==> src/rtl/fssa_ram.sv <==
`timescale 1ns / 1ps
`default_nettype none
module fssa_ram #(
  parameter int WIDTH = 16,
  parameter int DEPTH = 256
) (
  input  wire logic                     clk,
  input  wire logic                     we,
  input  wire logic [$clog2(DEPTH)-1:0] waddr,
  input  wire logic [WIDTH-1:0]         wdata,
  input  wire logic                     re,
  input  wire logic [$clog2(DEPTH)-1:0] raddr,
  output      logic [WIDTH-1:0]         rdata
);
  logic [WIDTH-1:0] mem [DEPTH];

  always_ff @(posedge clk) begin
    if (we) begin
      mem[waddr] <= wdata;
    end
    if (re) begin
      rdata <= mem[raddr];
    end
  end
endmodule
`default_nettype wire

==> config.mk <==
export PLATFORM = sky130hd
export DESIGN_NAME = fssa_ram
export DESIGN_NICKNAME = d
export VERILOG_FILES = /design/src/rtl/fssa_ram.sv
export SDC_FILE = /design/constraint.sdc
export NUM_CORES = 2
export LEC_CHECK = 0
export ABC_AREA = 1
export BUFFER_PORTS_ARGS = -buffer_cell sky130_fd_sc_hd__buf_4
export CAP_MARGIN = 20
export CELL_PAD_IN_SITES_DETAIL_PLACEMENT = 1
export CELL_PAD_IN_SITES_GLOBAL_PLACEMENT = 2
export CORE_MARGIN = 4
export CORE_UTILIZATION = 45
export DETAILED_ROUTE_END_ITERATION = 6
export HOLD_SLACK_MARGIN = 0.05
export PLACE_DENSITY = 0.76
export SETUP_SLACK_MARGIN = 0.5
export SLEW_MARGIN = 15
export SYNTH_ARGS = -nofsm -noshare
export SYNTH_HDL_FRONTEND = slang
export SYNTH_SLANG_ARGS = --single-unit
export TNS_END_PERCENT = 100
==> constraint.sdc <==
create_clock -name clk -period 3.2 [get_ports clk]
set_input_delay 0.64 -clock clk [delete_from_list [all_inputs] [get_ports clk]]
set_output_delay 0.64 -clock clk [all_outputs]
set_load 0.005 [all_outputs]
# After elaboration in Yosys (flattened, before gate mapping)
# Memory sizes are Yosys's and may differ from the RTL's. A register that Yosys moved wholly into a read port is not among the register bits.
# Cells that the tools add are included.
# op_classes
reduce_logical,0
add_sub_neg,0
n_div,0
n_eq_ne,0
bitwise_logic,0
shift,0
magnitude_cmp,0
muxes,2
mul,0
# op_table
operator,n
$mux 1,2
# word_totals
input_bits,35
register_bits,0
ramBits,4096
romBits,0
memories,1
word_cells,3
latch_bits,0
# mem_list
memory,words,width,read_ports,rd_clocked_by_memory_dff,wr,line_no,rtl
mem,256,16,1,1,1,15,logic [WIDTH-1:0] mem [DEPTH];

# Depth between registers and ports, before layout
# depth
word_depth,2
ltp_mapped,15
depth_no_buf,11

# Worst setup path after synthesis
# No wires, ideal clock.
# synth_timing
kind,in2reg
start,input port we
end,memory mem[162][0] (enable)
setup_ns,0.388
cell_stages,4
t_arrival_ns,2.092
setup_slack_ns,0.720
path_buffers,2
cell_sequence,clkbuf_1 > nand3_1 > clkbuf_1 > nor2_1
# synth_via
elab_chain_len,2
# synth_lines
element,line_no,rtl
"start, declared",8,"input wire logic we,"
$mux 1,18,if (we) begin
$mux 1 (implied by the code),19,mem[waddr] <= wdata;
"end, declared",15,
# No other way between the ends.

==> flow_summary.json <==
{
  "status": "completed",
  "place_hpwl_mm": 353,
  "fmax_ghz": 0.383,
  "grt_pass1_vias": 117000,
  "insertion_delay_ns": 1.01,
  "seqPwrFrac_pct": 51.0,
  "hp-start": "wdata[11]",
  "min_period_ns": 2.61,
  "numCtsBuffers": 436,
  "ys.warnings.count": 0,
  "ys_seq_elements": 4112,
  "synth_async_sr_flop_share_pct": 0,
  "fin_crit_sh_pct": 81.6,
  "finalSetupViolCount": 0,
  "worstPathArrival_ns": 3.43,
  "synth_largest_area_cell": "edfxtp_1",
  "grt_start_max_net_pins": 108,
  "grt_pass1_wl_mm": 829,
  "p_switching_mw": 27.2,
  "rsz0062_at_grt": "false",
  "core_area_um2": 366000,
  "cap_viol_max_count": 0,
  "timing.hold.ws_ns": 0.126,
  "via_count": 115000,
  "ys_types": 14,
  "hold_violations": 0,
  "critPathMaxFanout": 36,
  "path_class": "in -> reg",
  "final_nets": 14200,
  "switching_share_pct": 23.4,
  "leakage_nw": 68.3,
  "r2r-end": "rdata[0]",
  "first_pass_iters": 6,
  "num_rows": 222,
  "combinationalPowerShare_pct": 7.2,
  "finalClockSkew_ns": 0.0697,
  "hold_path_class": "in -> reg",
  "drive_above_1_share_pct": 11.9,
  "cts.sinks": 4112,
  "synth_area_um2": 166000,
  "p_clk_share_pct": 41.8,
  "final_max_slew_viol_count": 0,
  "syn_inst": 13600,
  "power_density_nw_per_um2": 604,
  "final_util_pct": 52.7,
  "startpoint": "raddr[0]",
  "rr_startpoint": "mem[190][0]",
  "routed_wl_mm": 574,
  "final_cell_area_um2": 193000,
  "die_x_um": 615,
  "netlist_top_cells_area": "edfxtp_1 (74%), nand3_1 (12%), nand2_1 (9.5%)",
  "antenna_found_initial": 27,
  "clock-root-buffer": "clkbuf_16",
  "track_usage_pct": 29.7,
  "die_y_um": 615,
  "gr-total-overflow": 0,
  "synth.top_cells.by_count": "nand2_1 (4211), edfxtp_1 (4112), nand3_1 (4035)",
  "initialDrtViolationCount": 13400,
  "clk_pin_slew_ns": 0.06,
  "power_mw": 117,
  "gp_congestion": 0.867,
  "r2r_slack_ns": 0.75,
  "syn_area_per_cell_um2": 12.2,
  "max-vdd-ir-drop_uv": 470,
  "dieArea_um2": 378000,
  "slew-limit-headroom_pct": 31.0,
  "cp-end-kind": "register",
  "hold_path_end": "mem[80][11]",
  "vias_per_cell": 5.95,
  "syn-num-nets": 13700,
  "required_ns": 4.02,
  "io_pins": 51,
  "yosysMostFrequentCell": "nand2_1",
  "cp-start-kind": "input pin",
  "wl_per_cell_um": 29.6,
  "start_util_pct": 45.3,
  "hold_path_depth": 1,
  "internal_power_mw": 89.4,
  "ant_nets": 0,
  "synth_top_area_share_pct": 74.4,
  "placed_cell_area_um2": 179000,
  "tightest_slew_ns": 1.03,
  "synth_seq_area_share_pct": 74.4,
  "area_growth_pct": 16.3,
  "port_buffers": 50,
  "cts_tree": "yes",
  "rr_worst_depth": 11,
  "clockBufferDepth": 4,
  "route.detailed.drc": 0,
  "htree_levels": 5,
  "synth_edf_count": 4112,
  "synth_ff_type": "edfxtp_1"
}
[registers in the layout, indices dropped and copies added, names as in the netlist]
signal	flops
mem	4096
rdata	16
[through the flow]
stage               setup slack [ns]  instances  TNS (ns)
finish                         0.588      19400         0
global route                   0.605      19400         0
CTS                            0.501      19400         0
detailed placement            -0.339      18600     -3.13
global placement              -0.354      18600     -2.75
floorplan                      0.720      13600         0
[power groups by stage]
stage	combinational, mW	sequential (mW)	clock (mW)
final	8.35	59.5	48.8
after global routing	8.85	59.4	51.9
after CTS	8.30	59.5	49.5
after detailed placement	8.25	60.6	0
after global placement	8.04	60.6	0
after floorplan	3.67	60.6	0
[worst max path at each step]
stage                  end  slack (ns)  depth (start not counted)
6_report          rdata[0]        0.59                         16
3_3_place_gp      rdata[0]       -0.35                         16
5_1_grt          rdata[13]        0.60                          1
3_5_place_dp      rdata[5]       -0.34                         15
2_1_floorplan  mem[162][0]        0.72                          4
4_1_cts          rdata[13]        0.50                          1
[critical path, cell delays in order]
cell and delay (ns):
buf_16 0.14, inv_16 0.14, buf_12 0.17, buf_12 0.24
buf_4 0.28, nand2_1 0.09, nand3_1 0.08, nand3_1 0.07
nand3_1 0.07, nand3_1 0.20, nand3_1 0.19, buf_4 0.21
nand3_1 0.19, nand2_1 0.18, nand2_1 0.30, nand2_1 0.16
[final cells by class]
type	instances	area, µm²
Fill cell	36900	173000
Sequential cell	4112	123000
Multi-Input combinational cell	8529	37200
Timing Repair Buffer	1096	12500
Clock buffer	529	11400
Tap cell	4816	6030
Clock inverter	262	2110
Inverter	39	199
Antenna cell	13	32.5
[kinds of logic after synthesis]
| family | synth area share, % |
|---|---|
| buffers and inverters | 3.21 |
| flip-flops | 74.4 |
| AND/OR/NAND/NOR | 22.3 |
[per-layer routing]
layer	wire length, µm	vias up	global-route usage (%)
met1	240000	60000	42.1
met5	26	-	0
met4	19600	4	9.35
li1	-	49900	-
met3	45600	816	4.96
met2	268000	4731	47.1
[cell usage in the layout (no fill, tap or decap)]
cell,synthesis,layout
clkinv_8,0,5
buf_16,0,1
clkbuf_16,0,443
inv_6,0,12
edfxtp_1,4112,4112
clkinv_4,0,3
buf_4,163,741
dlygate4sd3_1,0,6
nor2_1,283,243
inv_2,2,1
nand2_1,4211,4195
clkinv_1,0,123
nand2_2,0,16
diode_2,0,13
clkinv_2,0,80
buf_6,53,2
nand3_1,4035,4035
nor2_2,0,40
inv_1,35,33
buf_8,1,19
inv_16,0,4
clkinvlp_4,0,6
buf_12,1,327
inv_8,0,2
clkinv_16,0,1
bufinv_16,0,31
clkbuf_1,154,86
[repair_timing]
item / CTS / global route
setup endpoints to repair: 1 / 0
hold endpoints to repair: 122 / 0
gates resized for setup: 1 / 0
setup buffers: 0 / 0
hold buffers: 6 / 0
No activity file was read; power rests on OpenSTA's default activity.
