==> config.mk <==
export PLATFORM = sky130hd
export DESIGN_NAME = fssa_cfg_flat
export DESIGN_NICKNAME = d
export VERILOG_FILES = /design/src/rtl/fssa_pkg.sv /design/src/rtl/fssa_cfg_if.sv /design/src/rtl/fssa_cfg.sv /design/src/flat_wrapper.sv
export SDC_FILE = /design/constraint.sdc
export NUM_CORES = 1
export LEC_CHECK = 0
export BUFFER_PORTS_ARGS = -buffer_cell sky130_fd_sc_hd__buf_2
export CAP_MARGIN = 5
export CELL_PAD_IN_SITES_DETAIL_PLACEMENT = 1
export CELL_PAD_IN_SITES_GLOBAL_PLACEMENT = 1
export CORE_MARGIN = 3
export CORE_UTILIZATION = 39
export CTS_BUF_LIST = sky130_fd_sc_hd__clkbuf_8
export CTS_CLUSTER_DIAMETER = 40
export DETAILED_ROUTE_END_ITERATION = 10
export PLACE_DENSITY_LB_ADDON = 0.05
export SLEW_MARGIN = 10
export SYNTH_ARGS = -nofsm -noshare
export SYNTH_HDL_FRONTEND = slang
export SYNTH_SLANG_ARGS = --single-unit
==> constraint.sdc <==
create_clock -name clk -period 1.65 [get_ports clk]
set_input_delay 0.495 -clock clk [delete_from_list [all_inputs] [get_ports clk]]
set_output_delay 0.495 -clock clk [all_outputs]
set_load 0.02 [all_outputs]
==> src/rtl/fssa_pkg.sv <==
`timescale 1ns / 1ps
`default_nettype none
package fssa_pkg;

  localparam int TABLE_WIDTH = 16;
  localparam int TILE_MAX_W  = 64;
  localparam int TILE_MAX_H  = 64;
  localparam int CHANNELS    = 3;

  localparam int TBL_SIZE = TABLE_WIDTH * TABLE_WIDTH;
  localparam int TBL_AW   = $clog2(TBL_SIZE);
  localparam int TC_W     = (TABLE_WIDTH > 2) ? $clog2(TABLE_WIDTH) : 1;
  localparam int NPIX     = TILE_MAX_W * TILE_MAX_H;
  localparam int PIX_AW   = $clog2(NPIX);
  localparam int LX_W     = $clog2(TILE_MAX_W);
  localparam int LY_W     = $clog2(TILE_MAX_H);

  // field widths
  localparam int POS_W  = 20;
  localparam int RAD_W  = 24;
  localparam int WGT_W  = 16;
  localparam int FV_W   = 16;
  localparam int E_W    = 48;
  localparam int W_W    = 40;
  localparam int RW_W   = RAD_W + WGT_W;
  localparam int TERM_W = RW_W + FV_W - 14 + 1;
  localparam int PIX_W  = CHANNELS * E_W + W_W;
  localparam int CRD_W  = 15;
  localparam int D_W    = 22;

  localparam int CFG_IDX_W  = 4;
  localparam int CFG_DATA_W = 16;

  typedef enum logic [1:0] {
    FN_LOAD   = 2'd0,
    FN_SAMPLE = 2'd1,
    FN_READ   = 2'd2
  } func_t;

  typedef enum logic [CFG_IDX_W-1:0] {
    REG_ORIGIN_X = 4'd0,
    REG_ORIGIN_Y = 4'd1,
    REG_TILE_W   = 4'd2,
    REG_TILE_H   = 4'd3,
    REG_RADIUS_X = 4'd4,
    REG_RADIUS_Y = 4'd5,
    REG_INV_X    = 4'd6,
    REG_INV_Y    = 4'd7
  } cfg_reg_t;

  typedef enum logic [3:0] {
    ST_CLEAR,
    ST_IDLE,
    ST_SPAN,
    ST_COORD,
    ST_READ,
    ST_MUL,
    ST_WRITE,
    ST_RD_ISSUE,
    ST_RD_OUT
  } state_t;

  // settings as seen by the datapath, tile size already clamped
  typedef struct packed {
    logic [11:0] origin_x;
    logic [11:0] origin_y;
    logic [6:0]  tile_w;
    logic [6:0]  tile_h;
    logic [9:0]  radius_x;
    logic [9:0]  radius_y;
    logic [15:0] inv_x;
    logic [15:0] inv_y;
  } cfg_t;

endpackage
`default_nettype wire

==> src/rtl/fssa_cfg_if.sv <==
`timescale 1ns / 1ps
`default_nettype none
interface fssa_cfg_if;
  logic        valid;
  logic        ready;
  logic [3:0]  index;
  logic [15:0] data;

  modport source (output valid, index, data, input ready);
  modport sink   (input valid, index, data, output ready);
endinterface
`default_nettype wire

==> src/rtl/fssa_cfg.sv <==
`timescale 1ns / 1ps
`default_nettype none
module fssa_cfg
  import fssa_pkg::*;
(
  input  wire logic clk,
  input  wire logic rst_n,
  fssa_cfg_if.sink  cfg_ch,
  output cfg_t      cfg
);
  logic [11:0] origin_x_r, origin_y_r;
  logic [6:0]  tile_w_r, tile_h_r;
  logic [9:0]  radius_x_r, radius_y_r;
  logic [15:0] inv_x_r, inv_y_r;

  assign cfg_ch.ready = 1'b1;

  always_ff @(posedge clk) begin
    if (!rst_n) begin
      origin_x_r <= '0;
      origin_y_r <= '0;
      tile_w_r   <= 7'd64;
      tile_h_r   <= 7'd64;
      radius_x_r <= 10'd512;
      radius_y_r <= 10'd512;
      inv_x_r    <= 16'd2048;
      inv_y_r    <= 16'd2048;
    end else if (cfg_ch.valid) begin
      case (cfg_reg_t'(cfg_ch.index))
        REG_ORIGIN_X: origin_x_r <= cfg_ch.data[11:0];
        REG_ORIGIN_Y: origin_y_r <= cfg_ch.data[11:0];
        REG_TILE_W:   tile_w_r   <= cfg_ch.data[6:0];
        REG_TILE_H:   tile_h_r   <= cfg_ch.data[6:0];
        REG_RADIUS_X: radius_x_r <= cfg_ch.data[9:0];
        REG_RADIUS_Y: radius_y_r <= cfg_ch.data[9:0];
        REG_INV_X:    inv_x_r    <= cfg_ch.data;
        REG_INV_Y:    inv_y_r    <= cfg_ch.data;
        default: ;
      endcase
    end
  end

  // oversize tiles clamp to the store size
  always_comb begin
    cfg.origin_x = origin_x_r;
    cfg.origin_y = origin_y_r;
    cfg.tile_w   = (32'(tile_w_r) > TILE_MAX_W) ? 7'(TILE_MAX_W) : tile_w_r;
    cfg.tile_h   = (32'(tile_h_r) > TILE_MAX_H) ? 7'(TILE_MAX_H) : tile_h_r;
    cfg.radius_x = radius_x_r;
    cfg.radius_y = radius_y_r;
    cfg.inv_x    = inv_x_r;
    cfg.inv_y    = inv_y_r;
  end
endmodule
`default_nettype wire

==> src/flat_wrapper.sv <==
// flat-port wrapper written by rule: the top's interface ports become plain ports
module fssa_cfg_flat import fssa_pkg::*;
  (clk, rst_n, cfg, cfg_ch_valid, cfg_ch_index, cfg_ch_data, cfg_ch_ready);
  fssa_cfg_if cfg_ch_i ();
  input  wire logic clk;
  input  wire logic rst_n;
  output cfg_t cfg;
  input wire logic [$bits(cfg_ch_i.valid)-1:0] cfg_ch_valid;
  input wire logic [$bits(cfg_ch_i.index)-1:0] cfg_ch_index;
  input wire logic [$bits(cfg_ch_i.data)-1:0] cfg_ch_data;
  output wire logic [$bits(cfg_ch_i.ready)-1:0] cfg_ch_ready;
  assign cfg_ch_i.valid = cfg_ch_valid;
  assign cfg_ch_i.index = cfg_ch_index;
  assign cfg_ch_i.data = cfg_ch_data;
  assign cfg_ch_ready = cfg_ch_i.ready;
  fssa_cfg u_core (.clk(clk), .rst_n(rst_n), .cfg_ch(cfg_ch_i), .cfg(cfg));
endmodule
Word level (Yosys, flattened, before mapping). Index checks and enable logic that the tools add are counted.

Bits in registers: 90. Input port bits: 23. Output and inout bits: 91. Logic and storage cells: 28.

Magnitude comparators: 2. Eq/ne operators: 7. Mux-type cells: 2. Reductions and logical operators: 9.

Operators by type and width (count): 4-bit by 3-bit == test with 1-bit output (second input constant) (4); 2-bit AND reduction (8); 7-bit > comparator (second input constant) (2); 7-bit two-way mux (2); 4-bit by 2-bit == test with 1-bit output (second input constant) (2); 4-bit by 1-bit == test with 1-bit output (second input constant) (1); 4-bit zero test (1).

Depth between registers and ports, before layout.
Depth in word-level cells: 2. Mapped depth: 5. Mapped depth without buffers: 3.

Worst setup path after synthesis. OpenSTA, ideal clock, no wires.

Path kind: input-to-reg. From: in cfg_ch_index[3]. To: reg u_core.inv_x_r[6]. Library setup time: 0.123 ns. Data arrival time: 1.402 ns. Data required time: 1.527 ns. Setup slack: 0.125 ns. Stages on the path: 5. Buffers on the path: 2. Cells stage by stage: nand3b_4 or3b_1 clkbuf_1 buf_6 mux2i_1.

Longest elaborated chain between the ends: 2.

RTL lines: from (decl) (line flat_wrapper.sv:9) `input wire logic [$bits(cfg_ch_i.index)-1:0] cfg_ch_index;`; 4-bit by 3-bit == test with 1-bit output (line fssa_cfg.sv:29) `case (cfg_reg_t'(cfg_ch.index))`; 2-bit AND reduction (no source line); to (signal assigned) (line fssa_cfg.sv:36) `REG_INV_X: inv_x_r <= cfg_ch.data;`; to (decl) (line fssa_cfg.sv:14) `logic [15:0] inv_x_r, inv_y_r;`.

Every way passes these cells. A chain may end at the register's enable or synchronous reset.

==> results.json <==
{
  "status": "finished clean",
  "grt-ovfl-total": 0,
  "gp_congestion": 0.719,
  "htreeDepth": 3,
  "period_needed_ns": 1.56,
  "final_util_pct": 53.5,
  "multi_input_area_sq_mm": 0.00152,
  "synth_warnings": 0,
  "async_flop_share_pct": 0,
  "synth_ff_type": "dfxtp_1",
  "finalHoldViolCount": 0,
  "vdd_drop_max_mv": 0.446,
  "synth_common_cells": "102 x nand2_1, 90 x dfxtp_1, 90 x mux2i_1",
  "root_buffer": "clkbuf_8",
  "area_growth_pct": 30.4,
  "seqCellArea_sq_mm": 0.00180,
  "die_height_microns": 99.9,
  "crit_start": "u_core.tile_h_r[6]",
  "fin_setup_tns_ns": 0,
  "synth_compound_area_share_pct": 0,
  "rr_startpoint": "u_core.tile_h_r[6]",
  "clk_latency_ns": 0.35,
  "p_leak_uw": 0.00229,
  "cts_buffers": 9,
  "cts_buffer_depth": 2,
  "netlist_top_cells_area": "dfxtp_1 52%, mux2i_1 26%, nand2_1 11%, nor2b_1 3.8%, clkbuf_1 0.98%",
  "antenna_found_initial": 0,
  "synth_cell_type_count": 19,
  "synthSimpleGateAreaFrac_pct": 17.7,
  "pwr_density_cell_mw_per_mm2": 928,
  "wl_per_cell_microns": 16.4,
  "finClkSkew_ns": 0,
  "dp_hpwl_mm": 6.70,
  "critPathCaptureType": "output pin",
  "drcViolationCount": 0,
  "fill_cells": 998,
  "vias": 2737,
  "finalCritPeriodShare_pct": 94.8,
  "seq_area_frac_synth_pct": 52.4,
  "drive_gt1_share_pct": 32.9,
  "finalSetupViolations": 0,
  "slowest_delay_ns": 0.47,
  "cts_tree": "yes",
  "grt_pass1_vias": 2904,
  "slowest_stage": "dfxtp_1",
  "grt_first_pass_wirelength_mm": 14.7,
  "first_pass_iters": 4,
  "netlist_area_sq_mm": 0.00344,
  "drt-initial-drc-count": 42,
  "drtAntennaViolNets": 0,
  "start_util_pct": 41.0,
  "grt_usage_pct": 19.0,
  "cts.clk_slew.worst_paths_ns": 0.09,
  "ctsResizeCount": 0,
  "path_class": "register to output pin",
  "max_freq_mhz": 639,
  "synth_edf_count": 0,
  "arrival_ns": 1.07,
  "synthAdderAreaFrac_pct": 0,
  "placeableCoreArea_sq_mm": 0.00838,
  "vias_per_cell": 4.83,
  "hold_path.class": "primary input to register",
  "min_from": "cfg_ch_data[14]",
  "fp.dieW_microns": 99.9,
  "cts.sink_count": 90,
  "cts_hold_buf": 0,
  "io_pins": 114,
  "rsz0062_at_grt": "no",
  "critPathTopFamily": "flip-flops",
  "worstPathMaxFanout": 8,
  "fin_nets": 481,
  "synth_cells": 339,
  "synth_xor_area_share_pct": 0,
  "syn_avg_cell_area_sq_um": 10.1,
  "synth_nets": 362,
  "grt_max_degree": 33,
  "cp_num_buf_inv": 1,
  "num_rows": 33,
  "synth-seq-cells": 90,
  "io_buffer_count": 112,
  "synth_mux_area_share_pct": 26.2,
  "yosysTopAreaCellShare_pct": 52.4,
  "worst_setup_path_start_kind": "register",
  "crit_path_cell_trace": "nor2b_1, buf_2",
  "maxSlewViolCount": 0,
  "drt_wl_total_mm": 9.29,
  "diodes": 0,
  "required_ns": 1.15,
  "cts_setup_buffers": 0,
  "power_uw": 4160,
  "synth_top_family_by_area": "multiplexers",
  "maxCapViolCount": 0,
  "yosysTopAreaCell": "dfxtp_1",
  "die-area_sq_mm": 0.00998,
  "synth.most_common_cell": "nand2_1"
}
[logic make-up after synthesis]
group,Yosys count
other,1
buffers and inverters,24
AND/OR/NAND/NOR,134
flip-flops,90
multiplexers,90
[power by group]
part           switching (uW)  internal, uW
Clock                     765           884
Sequential               15.5          2200
Combinational             183           111
[per-stage QoR]
| stage | area [sq um] | setup WS [ns] | cells | hold slack [ns] |
|---|---|---|---|---|
| after global routing | 4480 | 0.00142 | 567 | 0.419 |
| after global placement | 4260 | 0.0531 | 552 | 0.441 |
| after CTS | 4480 | 0.0355 | 567 | 0.401 |
| final | 4480 | 0.0855 | 567 | 0.414 |
| after detailed placement | 4260 | 0.0465 | 552 | 0.444 |
| after floorplan | 3440 | 0.125 | 339 | 0.430 |
[state kept, by name, indices dropped and copies added, names as in the netlist]
| register | count |
|---|---|
| u_core.inv_x_r | 16 |
| u_core.inv_y_r | 16 |
| u_core.origin_x_r | 12 |
| u_core.origin_y_r | 12 |
| u_core.radius_x_r | 10 |
| u_core.radius_y_r | 10 |
| u_core.tile_h_r | 7 |
| u_core.tile_w_r | 7 |
[tightest hold or removal path, stage by stage]
cell and delay [ns]:
buf_2 0.09, nand2_1 0.06, mux2i_1 0.06
[area by class of cell]
type                            count  area share, %
Multi-Input combinational cell    225           33.9
Timing Repair Buffer              132           18.1
Clock buffer                       10           3.07
Clock inverter                      5           1.76
Tap cell                          105           2.93
Sequential cell                    90           40.2
[layout by cell type, fill, tap and decap left out, types with 2 or more instances in the layout]
cell	netlist	layout
nor3b_2	1	2
dfxtp_1	90	89
clkbuf_8	0	10
nand3b_1	2	2
nor2b_1	21	21
clkinv_2	0	2
buf_4	3	13
nand2_1	102	102
buf_12	0	8
buf_2	5	111
bufinv_16	0	2
mux2i_1	90	90
[path summary, 6_finish.rpt]
| path | endpoint | slack, ns | cells after the start |
|---|---|---|---|
| setup / recovery | cfg[55] | 0.09 | 2 |
| hold / removal | u_core.inv_x_r[14] | 0.41 | 3 |
| setup reg to reg | u_core.tile_h_r[6] | 0.92 | 2 |
| hold reg to reg | u_core.origin_y_r[4] | 0.46 | 2 |
[layer usage]
| metal | up-vias | track usage, % | part of all wire (%) |
|---|---|---|---|
| li1 | 1348 | - | - |
| met1 | 1301 | 24.2 | 45 |
| met2 | 76 | 32.1 | 47 |
| met3 | 12 | 3.41 | 5.3 |
| met4 | 0 | 7.46 | 1.8 |
| met5 | - | 0 | 0 |
No activity file was read; power rests on OpenSTA's default activity.
